`src/sv/urt_pkg.sv`:
```
package urt_pkg;

    // Field widths
    localparam int CHAR_W      = 8;
    localparam int DIGIT_W     = 4;
    localparam int RADIX_W     = 5;
    localparam int ALPHA_N     = 16;
    localparam int COUNT_W     = 32;
    localparam int OUT_TDATA_W = 40;
    localparam int CFG_DATA_W  = 64;
    localparam int CFG_ADDR_W  = 5;

    // Characters that may not appear in the alphabet
    localparam logic [CHAR_W-1:0] CHAR_PLUS  = 8'h2B;
    localparam logic [CHAR_W-1:0] CHAR_MINUS = 8'h2D;
    localparam logic [CHAR_W-1:0] CHAR_NUL   = 8'h00;

    localparam logic [RADIX_W-1:0] RADIX_MIN = 5'd2;
    localparam logic [RADIX_W-1:0] RADIX_MAX = 5'd16;

    // Register indexes (paddr[4:3])
    typedef enum logic [1:0] {
        REG_RADIX      = 2'd0,
        REG_CHARS_LOW  = 2'd1,
        REG_CHARS_HIGH = 2'd2
    } reg_idx_t;

    typedef enum logic [1:0] {
        ST_IDLE,
        ST_CHECK,
        ST_DIVIDE,
        ST_EMIT
    } state_t;

    typedef logic [ALPHA_N-1:0][CHAR_W-1:0] chars_t;

    typedef struct packed {
        logic [RADIX_W-1:0] radix;
        chars_t             chars;
    } cfg_t;

    typedef struct packed {
        logic done;
        logic ok;
    } chk_stat_t;

    typedef struct packed {
        logic load;
        logic run;
    } div_ctrl_t;

    typedef struct packed {
        logic               done;
        logic [DIGIT_W-1:0] digit;
        logic               quot_zero;
    } div_stat_t;

    typedef struct packed {
        logic               clear;
        logic               push;
        logic [DIGIT_W-1:0] digit;
        logic               pop_en;
        logic               bad;
    } emit_ctrl_t;

    typedef struct packed {
        logic idle;
        logic last_slot;
    } emit_stat_t;

endpackage

```
`src/sv/urt_cfg.sv`:
```
module urt_cfg
    import urt_pkg::*;
(
    input  logic                  clk,
    input  logic                  rst_n,
    input  logic                  psel,
    input  logic                  penable,
    input  logic                  pwrite,
    input  logic [CFG_ADDR_W-1:0] paddr,
    input  logic [CFG_DATA_W-1:0] pwdata,
    output logic [CFG_DATA_W-1:0] prdata,
    output logic                  pready,
    output cfg_t                  cfg
);

    logic [RADIX_W-1:0]    radix_reg, radix_next;
    logic [CFG_DATA_W-1:0] low_reg, low_next;
    logic [CFG_DATA_W-1:0] high_reg, high_next;
    logic                  wr_en;
    reg_idx_t              idx;

    assign pready = 1'b1;
    assign wr_en  = psel && penable && pwrite && pready;
    assign idx    = reg_idx_t'(paddr[4:3]);

    // Decode writes
    always_comb
    begin
        radix_next = radix_reg;
        low_next   = low_reg;
        high_next  = high_reg;
        if (wr_en)
        begin
            unique case (idx)
                REG_RADIX:      radix_next = pwdata[RADIX_W-1:0];
                REG_CHARS_LOW:  low_next   = pwdata;
                REG_CHARS_HIGH: high_next  = pwdata;
                default:        ;
            endcase
        end
    end

    // Read back
    always_comb
    begin
        unique case (idx)
            REG_RADIX:      prdata = {{(CFG_DATA_W-RADIX_W){1'b0}}, radix_reg};
            REG_CHARS_LOW:  prdata = low_reg;
            REG_CHARS_HIGH: prdata = high_reg;
            default:        prdata = '0;
        endcase
    end

    always_ff @(posedge clk or negedge rst_n)
    begin
        if (!rst_n)
        begin
            radix_reg <= '0;
            low_reg   <= '0;
            high_reg  <= '0;
        end
        else
        begin
            radix_reg <= radix_next;
            low_reg   <= low_next;
            high_reg  <= high_next;
        end
    end

    assign cfg.radix = radix_reg;
    assign cfg.chars = chars_t'({high_reg, low_reg});

endmodule

```
`src/sv/urt_check.sv`:
```
module urt_check
    import urt_pkg::*;
(
    input  logic      clk,
    input  logic      rst_n,
    input  logic      start,
    input  cfg_t      cfg,
    output chk_stat_t stat
);

    logic       busy_reg, busy_next;
    logic [3:0] idx_reg, idx_next;
    logic       ok_reg, ok_next;

    logic [CHAR_W-1:0] cur;
    logic              in_range;
    logic              dup;
    logic              bad_here;
    logic              range_ok;

    // Test one used entry per cycle against later used entries
    always_comb
    begin
        cur      = cfg.chars[idx_reg];
        in_range = {1'b0, idx_reg} < cfg.radix;
        dup      = 1'b0;
        for (int b = 0; b < ALPHA_N; b++)
        begin
            if ((RADIX_W'(b) > {1'b0, idx_reg}) && (RADIX_W'(b) < cfg.radix)
                && (cfg.chars[4'(b)] == cur))
                dup = 1'b1;
        end
        bad_here = in_range && ((cur == CHAR_NUL) || (cur == CHAR_PLUS)
                                || (cur == CHAR_MINUS) || dup);
        range_ok = (cfg.radix >= RADIX_MIN) && (cfg.radix <= RADIX_MAX);
    end

    assign stat.done = busy_reg && (idx_reg == 4'(ALPHA_N-1));
    assign stat.ok   = ok_reg && !bad_here && range_ok;

    always_comb
    begin
        busy_next = busy_reg;
        idx_next  = idx_reg;
        ok_next   = ok_reg;
        if (start)
        begin
            busy_next = 1'b1;
            idx_next  = '0;
            ok_next   = 1'b1;
        end
        else if (busy_reg)
        begin
            idx_next = idx_reg + 4'd1;
            ok_next  = ok_reg && !bad_here;
            if (stat.done)
                busy_next = 1'b0;
        end
    end

    always_ff @(posedge clk or negedge rst_n)
    begin
        if (!rst_n)
        begin
            busy_reg <= 1'b0;
            idx_reg  <= '0;
            ok_reg   <= 1'b0;
        end
        else
        begin
            busy_reg <= busy_next;
            idx_reg  <= idx_next;
            ok_reg   <= ok_next;
        end
    end

endmodule

```
`src/sv/urt_div.sv`:
```
module urt_div
    import urt_pkg::*;
#(
    parameter int VALUE_BITS = 32
)
(
    input  logic                  clk,
    input  logic                  rst_n,
    input  div_ctrl_t             ctrl,
    input  logic [VALUE_BITS-1:0] number,
    input  logic [RADIX_W-1:0]    radix,
    output div_stat_t             stat
);

    localparam int BW = $clog2(VALUE_BITS);

    logic [VALUE_BITS-1:0] val_reg, val_next;
    logic [DIGIT_W-1:0]    rem_reg, rem_next;
    logic [BW-1:0]         cnt_reg, cnt_next;
    logic                  nz_reg, nz_next;

    logic [RADIX_W-1:0] trial;
    logic [RADIX_W-1:0] trial_sub;
    logic               ge;
    logic [DIGIT_W-1:0] rem_new;
    logic               last_bit;

    // One restoring-division step: shift in the next dividend bit
    assign trial     = {rem_reg, val_reg[VALUE_BITS-1]};
    assign ge        = trial >= radix;
    assign trial_sub = trial - radix;
    assign rem_new   = ge ? trial_sub[DIGIT_W-1:0] : trial[DIGIT_W-1:0];
    assign last_bit  = cnt_reg == BW'(VALUE_BITS-1);

    assign stat.done      = ctrl.run && last_bit;
    assign stat.digit     = rem_new;
    assign stat.quot_zero = !(nz_reg || ge);

    // Quotient bits shift in at the bottom as the dividend leaves the top
    always_comb
    begin
        val_next = val_reg;
        rem_next = rem_reg;
        cnt_next = cnt_reg;
        nz_next  = nz_reg;
        if (ctrl.load)
        begin
            val_next = number;
            rem_next = '0;
            cnt_next = '0;
            nz_next  = 1'b0;
        end
        else if (ctrl.run)
        begin
            val_next = {val_reg[VALUE_BITS-2:0], ge};
            if (last_bit)
            begin
                rem_next = '0;
                cnt_next = '0;
                nz_next  = 1'b0;
            end
            else
            begin
                rem_next = rem_new;
                cnt_next = cnt_reg + 1'b1;
                nz_next  = nz_reg || ge;
            end
        end
    end

    always_ff @(posedge clk)
    begin
        val_reg <= val_next;
    end

    always_ff @(posedge clk or negedge rst_n)
    begin
        if (!rst_n)
        begin
            rem_reg <= '0;
            cnt_reg <= '0;
            nz_reg  <= 1'b0;
        end
        else
        begin
            rem_reg <= rem_next;
            cnt_reg <= cnt_next;
            nz_reg  <= nz_next;
        end
    end

endmodule

```
`src/sv/urt_emit.sv`:
```
module urt_emit
    import urt_pkg::*;
#(
    parameter int MAX_DIGITS = 32
)
(
    input  logic                   clk,
    input  logic                   rst_n,
    input  emit_ctrl_t             ctrl,
    input  chars_t                 chars,
    output emit_stat_t             stat,
    output logic                   m_tvalid,
    input  logic                   m_tready,
    output logic [OUT_TDATA_W-1:0] m_tdata,
    output logic                   m_tlast,
    output logic                   m_tuser
);

    localparam int AW = $clog2(MAX_DIGITS);
    localparam int CW = $clog2(MAX_DIGITS + 1);

    // Digit stack: least significant digit pushed first, popped last
    logic [DIGIT_W-1:0] mem [MAX_DIGITS];
    logic [DIGIT_W-1:0] rd_digit_reg;

    logic [CW-1:0]      sp_reg, sp_next;
    logic               stage_valid_reg, stage_valid_next;
    logic               stage_last_reg, stage_last_next;
    logic               bad_reg, bad_next;
    logic               out_valid_reg, out_valid_next;
    logic [CHAR_W-1:0]  char_reg, char_next;
    logic               last_reg, last_next;
    logic               inv_reg, inv_next;
    logic [COUNT_W-1:0] total_reg, total_next;
    logic [COUNT_W-1:0] count_reg, count_next;

    logic               out_free;
    logic               take_stage;
    logic               take_bad;
    logic               do_pop;
    logic [CW-1:0]      sp_m1;
    logic [COUNT_W-1:0] count_inc;

    assign out_free   = !out_valid_reg || m_tready;
    assign take_stage = stage_valid_reg && out_free;
    assign take_bad   = bad_reg && out_free;
    assign do_pop     = ctrl.pop_en && (sp_reg != '0) && (!stage_valid_reg || take_stage);
    assign sp_m1      = sp_reg - 1'b1;
    assign count_inc  = (count_reg == '1) ? count_reg : count_reg + 1'b1;

    assign stat.idle      = (sp_reg == '0) && !stage_valid_reg && !bad_reg;
    assign stat.last_slot = sp_reg == CW'(MAX_DIGITS - 1);

    // Stack pointer and read stage
    always_comb
    begin
        sp_next          = sp_reg;
        stage_valid_next = stage_valid_reg;
        stage_last_next  = stage_last_reg;
        bad_next         = bad_reg;
        if (ctrl.clear)
            sp_next = '0;
        else if (ctrl.push)
            sp_next = sp_reg + 1'b1;
        else if (do_pop)
            sp_next = sp_m1;
        if (do_pop)
        begin
            stage_valid_next = 1'b1;
            stage_last_next  = sp_reg == CW'(1);
        end
        else if (take_stage)
            stage_valid_next = 1'b0;
        if (ctrl.bad)
            bad_next = 1'b1;
        else if (take_bad)
            bad_next = 1'b0;
    end

    // Output word register and running count
    always_comb
    begin
        out_valid_next = out_valid_reg;
        char_next      = char_reg;
        last_next      = last_reg;
        inv_next       = inv_reg;
        total_next     = total_reg;
        count_next     = count_reg;
        if (take_stage)
        begin
            out_valid_next = 1'b1;
            char_next      = chars[rd_digit_reg];
            last_next      = stage_last_reg;
            inv_next       = 1'b0;
            total_next     = count_inc;
            count_next     = count_inc;
        end
        else if (take_bad)
        begin
            out_valid_next = 1'b1;
            char_next      = CHAR_NUL;
            last_next      = 1'b1;
            inv_next       = 1'b1;
            total_next     = count_reg;
        end
        else if (m_tready)
            out_valid_next = 1'b0;
    end

    always_ff @(posedge clk)
    begin
        if (ctrl.push)
            mem[sp_reg[AW-1:0]] <= ctrl.digit;
        if (do_pop)
            rd_digit_reg <= mem[sp_m1[AW-1:0]];
        char_reg  <= char_next;
        last_reg  <= last_next;
        inv_reg   <= inv_next;
        total_reg <= total_next;
        stage_last_reg <= stage_last_next;
    end

    always_ff @(posedge clk or negedge rst_n)
    begin
        if (!rst_n)
        begin
            sp_reg          <= '0;
            stage_valid_reg <= 1'b0;
            bad_reg         <= 1'b0;
            out_valid_reg   <= 1'b0;
            count_reg       <= '0;
        end
        else
        begin
            sp_reg          <= sp_next;
            stage_valid_reg <= stage_valid_next;
            bad_reg         <= bad_next;
            out_valid_reg   <= out_valid_next;
            count_reg       <= count_next;
        end
    end

    assign m_tvalid = out_valid_reg;
    assign m_tdata  = {total_reg, char_reg};
    assign m_tlast  = last_reg;
    assign m_tuser  = inv_reg;

endmodule

```
`src/sv/unsigned_to_custom_radix_text.sv`:
```
// Unsigned number to text in a programmable radix.
// Input stream: one word per number in s_tdata. Output stream: one word per
// digit character, most significant digit first; m_tlast marks the final
// character of a number. m_tuser flags an invalid radix or alphabet, in which case a
// single word with character 0 and m_tlast set is sent instead of digits.
// m_tdata also carries the saturating running character count.
// Software sets the radix and the 16-character alphabet over the APB port
// before streaming; after reset the radix is 0, so every number reports
// invalid until the radix and the alphabet are programmed.
// Per number: the alphabet is scanned (one entry per cycle), each digit is the
// remainder of a bit-serial restoring division by the radix, and the digit
// stack is then drained to the output, most significant digit first.
// One number is converted at a time; s_tready is high only between numbers.
// The output word register lets the next number be taken while the last
// character still waits; a stalled receiver holds the output word and
// pauses the digit stack.
module unsigned_to_custom_radix_text
    import urt_pkg::*;
#(
    parameter int VALUE_BITS = 32,
    parameter int MAX_DIGITS = 32
)
(
    input  logic                              clk,
    input  logic                              rst_n,
    // APB configuration
    input  logic                              psel,
    input  logic                              penable,
    input  logic                              pwrite,
    input  logic [CFG_ADDR_W-1:0]             paddr,
    input  logic [CFG_DATA_W-1:0]             pwdata,
    output logic [CFG_DATA_W-1:0]             prdata,
    output logic                              pready,
    // Input stream
    input  logic                              s_tvalid,
    output logic                              s_tready,
    input  logic [((VALUE_BITS+7)/8)*8-1:0]   s_tdata,  // number
    // Output stream
    output logic                              m_tvalid,
    input  logic                              m_tready,
    output logic [OUT_TDATA_W-1:0]            m_tdata,  // character[7:0], total_chars[39:8]
    output logic                              m_tlast,
    output logic                              m_tuser   // invalid
);

    cfg_t       cfg;
    chk_stat_t  chk_stat;
    div_ctrl_t  div_ctrl;
    div_stat_t  div_stat;
    emit_ctrl_t emit_ctrl;
    emit_stat_t emit_stat;
    logic       chk_start;
    logic       accept;

    state_t state_reg, state_next;

    urt_cfg u_cfg (
        .clk     (clk),
        .rst_n   (rst_n),
        .psel    (psel),
        .penable (penable),
        .pwrite  (pwrite),
        .paddr   (paddr),
        .pwdata  (pwdata),
        .prdata  (prdata),
        .pready  (pready),
        .cfg     (cfg)
    );

    urt_check u_check (
        .clk   (clk),
        .rst_n (rst_n),
        .start (chk_start),
        .cfg   (cfg),
        .stat  (chk_stat)
    );

    urt_div #(
        .VALUE_BITS (VALUE_BITS)
    ) u_div (
        .clk    (clk),
        .rst_n  (rst_n),
        .ctrl   (div_ctrl),
        .number (s_tdata[VALUE_BITS-1:0]),
        .radix  (cfg.radix),
        .stat   (div_stat)
    );

    urt_emit #(
        .MAX_DIGITS (MAX_DIGITS)
    ) u_emit (
        .clk      (clk),
        .rst_n    (rst_n),
        .ctrl     (emit_ctrl),
        .chars    (cfg.chars),
        .stat     (emit_stat),
        .m_tvalid (m_tvalid),
        .m_tready (m_tready),
        .m_tdata  (m_tdata),
        .m_tlast  (m_tlast),
        .m_tuser  (m_tuser)
    );

    assign s_tready = state_reg == ST_IDLE;
    assign accept   = s_tvalid && s_tready;

    // Sequence check, divide (skipped for an invalid configuration) and emit for one number
    always_comb
    begin
        state_next      = state_reg;
        chk_start       = 1'b0;
        div_ctrl.load   = 1'b0;
        div_ctrl.run    = 1'b0;
        emit_ctrl.clear = 1'b0;
        emit_ctrl.push  = 1'b0;
        emit_ctrl.digit = div_stat.digit;
        emit_ctrl.pop_en = 1'b0;
        emit_ctrl.bad   = 1'b0;
        unique case (state_reg)
            ST_IDLE:
            begin
                if (accept)
                begin
                    chk_start       = 1'b1;
                    div_ctrl.load   = 1'b1;
                    emit_ctrl.clear = 1'b1;
                    state_next      = ST_CHECK;
                end
            end
            ST_CHECK:
            begin
                if (chk_stat.done)
                begin
                    if (chk_stat.ok)
                        state_next = ST_DIVIDE;
                    else
                    begin
                        emit_ctrl.bad = 1'b1;
                        state_next    = ST_EMIT;
                    end
                end
            end
            ST_DIVIDE:
            begin
                div_ctrl.run = 1'b1;
                if (div_stat.done)
                begin
                    emit_ctrl.push = 1'b1;
                    if (div_stat.quot_zero || emit_stat.last_slot)
                        state_next = ST_EMIT;
                end
            end
            ST_EMIT:
            begin
                emit_ctrl.pop_en = 1'b1;
                if (emit_stat.idle)
                    state_next = ST_IDLE;
            end
            default:
                state_next = ST_IDLE;
        endcase
    end

    always_ff @(posedge clk or negedge rst_n)
    begin
        if (!rst_n)
            state_reg <= ST_IDLE;
        else
            state_reg <= state_next;
    end

endmodule

```
`config.mk`:
```
export PLATFORM = sky130hd
export DESIGN_NAME = unsigned_to_custom_radix_text
export DESIGN_NICKNAME = d
export VERILOG_FILES = /design/src/sv/urt_pkg.sv /design/src/sv/urt_cfg.sv /design/src/sv/urt_check.sv /design/src/sv/urt_div.sv /design/src/sv/urt_emit.sv /design/src/sv/unsigned_to_custom_radix_text.sv
export SDC_FILE = /design/constraint.sdc
export NUM_CORES = 1
export LEC_CHECK = 0
export ABC_CLOCK_PERIOD_IN_PS = 10360
export BUFFER_PORTS_ARGS = -buffer_cell sky130_fd_sc_hd__buf_2
export CAP_MARGIN = 5
export CELL_PAD_IN_SITES_DETAIL_PLACEMENT = 2
export CELL_PAD_IN_SITES_GLOBAL_PLACEMENT = 2
export CORE_MARGIN = 2
export CORE_UTILIZATION = 45
export CTS_BUF_LIST = sky130_fd_sc_hd__clkbuf_16
export DETAILED_ROUTE_END_ITERATION = 10
export GPL_ROUTABILITY_DRIVEN = 0
export PLACE_DENSITY_LB_ADDON = 0.1
export SLEW_MARGIN = 20
export SYNTH_ARGS = -nofsm -noshare
export SYNTH_HDL_FRONTEND = slang
export SYNTH_HIERARCHICAL = 1
export SYNTH_SLANG_ARGS = --single-unit
export TNS_END_PERCENT = 5
```
`constraint.sdc`:
```
create_clock -name clk -period 10.36 [get_ports clk]
set_clock_uncertainty 0.15 [all_clocks]
set_input_delay 2.072 -clock clk [delete_from_list [all_inputs] [get_ports clk]]
set_output_delay 2.072 -clock clk [all_outputs]
set_load 0.01 [all_outputs]
```
==> impl_metrics.csv <==
group,metric,value,unit
routing,ant_nets,0,
yosys,netlist_top_cells_count,"edfxtp_1, dfrtp_1, mux2_2",
placed_design,dpl.hpwl,46.8,mm
yosys,synth_area_leaders,"edfxtp_1, dfrtp_1, mux4_2",
floorplanning,core_area,0.0463,sq mm
global_routing,antenna_found_initial,4,
timing,finalWorstSetupSlack,4.25,ns
floorplanning,die_y,220,um
setup_path,slowest_stage,"and2b_2",
global_routing,grt.met2_usage,0.494,
pwr,powerDensity,183,mW/mm^2
timing,clock.fmax,164,MHz
flow_run,cap_viol_max_count,0,
placed_design,port_buffers,212,
final_layout,largest_register_ffs,128,
timing,finalMaxSlewViolations,0,
setup_path,critPathLaunchType,"input pin",
global_routing,grt_use_met1,0.351,
yosys,synth_top_area_frac,0.295,
setup_path,path_buf_inv,3,
routing,wl_per_cell,28.4,um
timing,worst_pin_slew,1.03,ns
yosys,postSynthCellCount,1522,
clock_network,cts-resized-gates,0,
final_layout,area.growth.synth_to_final,13.5,%
timing,slew_headroom,0.311,
floorplanning,fp.dieArea,0.0484,sq mm
clock_network,numCtsBuffers,45,
clock_network,cts_buffer_depth,3,
global_routing,grt_max_degree,71,
yosys,yosys.cell_count.top_type,"edfxtp_1",
setup_path,crit_path_end_kind,"output port",
yosys,syn-num-nets,1655,
setup_path,crit_top_cell,"buf_2",
global_routing,grt_pass1_wl,101,mm
final_layout,instances_no_fill,2346,
yosys,synthesis.area,0.0210,sq mm
final_layout,fin_nets,1837,
clock_network,clk_pin_slew,0.06,ns
timing,finalSetupViolCount,0,
floorplanning,rows,79,
global_routing,globalRouteTotalUtil,0.280,
hold_path,hp-class,"register to register",
final_layout,drive_gt1_frac,0.336,
global_routing,grt_use_met3,0.0337,
routing,routed_wl,66.7,mm
pwr,irDropWorstVdd,0.148,mV
setup_path,crit_family,"buffers and inverters",
yosys,synthFlopType,"edfxtp_1",
routing,viasPerCell,6.07,
pwr,leakage,0.00980,uW
routing,drt-initial-drc-count,1094,
setup_path,crit_type,"input pin to output port",
final_layout,fin_area,0.0238,sq mm
yosys,yosys.area.top_type,"edfxtp_1",
status,status,"completed",
global_routing,grt_pass1_vias,15737,
routing,first_pass_iters,8,
timing,whs,0.322,ns
clock_network,cts.sinks,399,
yosys,synth_edf_count,206,
setup_path,worstPathCellList,"buf_2 > and2b_2 > buf_4 > nand2_1 > o21ai_0 > buf_2",
final_layout,fill_cells,4422,
global_routing,grt_busiest_layer,"met2",
timing,fin_crit_sh,0.590,
yosys,ys_seq_area_frac,0.525,
clock_network,root_buffer,"clkbuf_16",
routing,drc,0,
yosys,synth_cell_types,101,
timing,fin_crit,6.11,ns
timing,finalSetupTns,0,ns
floorplanning,die_x,220,um
clock_network,post_cts_buffers,0,
routing,via_count,14232,
setup_path,crit_arrival,3.89,ns
placed_design,placed_cell_area,0.0224,sq mm
global_routing,grt-ovfl-total,0,
yosys,syn_area_per_cell,13.8,sq um
yosys,synth-seq-cells,399,
placed_design,placedCellCount,2264,
timing,finalHoldViolations,0,
floorplanning,initial_core_util,0.454,
setup_path,cp_max_fo,46,
timing,grt_setup_unrepaired,"false",
clock_network,insertion_delay,0.58,ns
yosys,async_flop_share,0.481,
clock_network,h-tree-depth,2,
clock_network,cts_tree,"built",
setup_path,max_stage_delay,0.55,ns
clock_network,hold_buffers,0,
yosys,ys_warn_count,6,
placed_design,dp_worst_setup_slack,4.21,ns
floorplanning,io_pins,217,
setup_path,cp_data_required_time,8.14,ns
[per-stage QoR]
step           total power (uW)   util
2_1_floorplan              2450      -
3_3_place_gp               2730  0.483
3_5_place_dp               2780  0.483
4_1_cts                    4380  0.515
5_1_grt                    4510  0.515
6_report                   4350  0.515
[where the power goes]
group / switching (uW) / internal (uW)
clock: 649 / 939
combinational: 357 / 365
sequential: 229 / 1810
total: 1230 / 3110
[worst reg2reg max path, delay by kind of cell, from the launching register on]
kind / cells / cell delay (ns)
AO/OA/AOI/OAI: 6 / 1.84
multiplexers: 2 / 0.89
flip-flops: 1 / 0.69
buffers and inverters: 1 / 0.63
AND/OR/NAND/NOR: 2 / 0.42
XOR/XNOR: 1 / 0.12
[logic make-up (layout without fill, tap and decap cells)]
family | after synthesis | count (layout) | share of synthesized area
buffers and inverters | 127 | 340 | 0.0357
and+or+nand+nor | 341 | 341 | 0.0848
adders and majority gates | 25 | 25 | 0.0153
AOI/OAI and AO/OA | 242 | 242 | 0.0894
other | 1 | 5 | 0.000179
DFF | 399 | 399 | 0.525
muxes | 316 | 316 | 0.220
xor gates and xnor gates | 71 | 71 | 0.0300
[final cells by class]
| class | count | area [sq um] | share of cell area |
|---|---|---|---|
| timing repair buffer | 231 | 1210 | 0.0509 |
| inverter | 31 | 116 | 0.00488 |
| clock buffer | 47 | 1180 | 0.0494 |
| tap | 607 | 759 | 0.0319 |
| sequential | 399 | 11000 | 0.462 |
| clock inverter | 31 | 273 | 0.0114 |
| antenna | 4 | 10.0 | 0.000420 |
| multi-input combinational | 996 | 9260 | 0.389 |
[placed cells by master (no fill, tap or decap), drive strengths merged, types with 34 or more instances in the layout]
cell    instances
mux2          170
buf           230
dfrtp         192
clkbuf         48
a21oi          42
nand3          34
a22o           63
nand2          89
mux2i          67
mux4           79
inv            37
nor2           81
xnor2          44
edfxtp        206
[worst paths after layout]
kind / cells after the start / slack, ns / start / to
setup / recovery: 6 / 4.25 / paddr[3] / prdata[1]
hold / removal: 1 / 0.32 / u_div/cnt_reg[3] / u_div/cnt_reg[3]
setup reg to reg: 12 / 5.51 / u_check/idx_reg[0] / state_reg[0]
hold reg to reg: 1 / 0.32 / u_div/cnt_reg[3] / u_div/cnt_reg[3]
max in group asynchronous: 3 / 6.62 / rst_n / u_cfg/radix_reg[2]
min in group asynchronous: 1 / 1.35 / rst_n / u_cfg/low_reg[38]
[per-layer routing]
layer  share of wire  wire [um]  vias up
met5               0          0        -
met1            0.41      27200     7529
met2            0.52      34800      347
met3           0.034       2290      127
li1                -          -     6229
met4           0.037       2440        0
No activity file was read; power rests on OpenSTA's default activity.
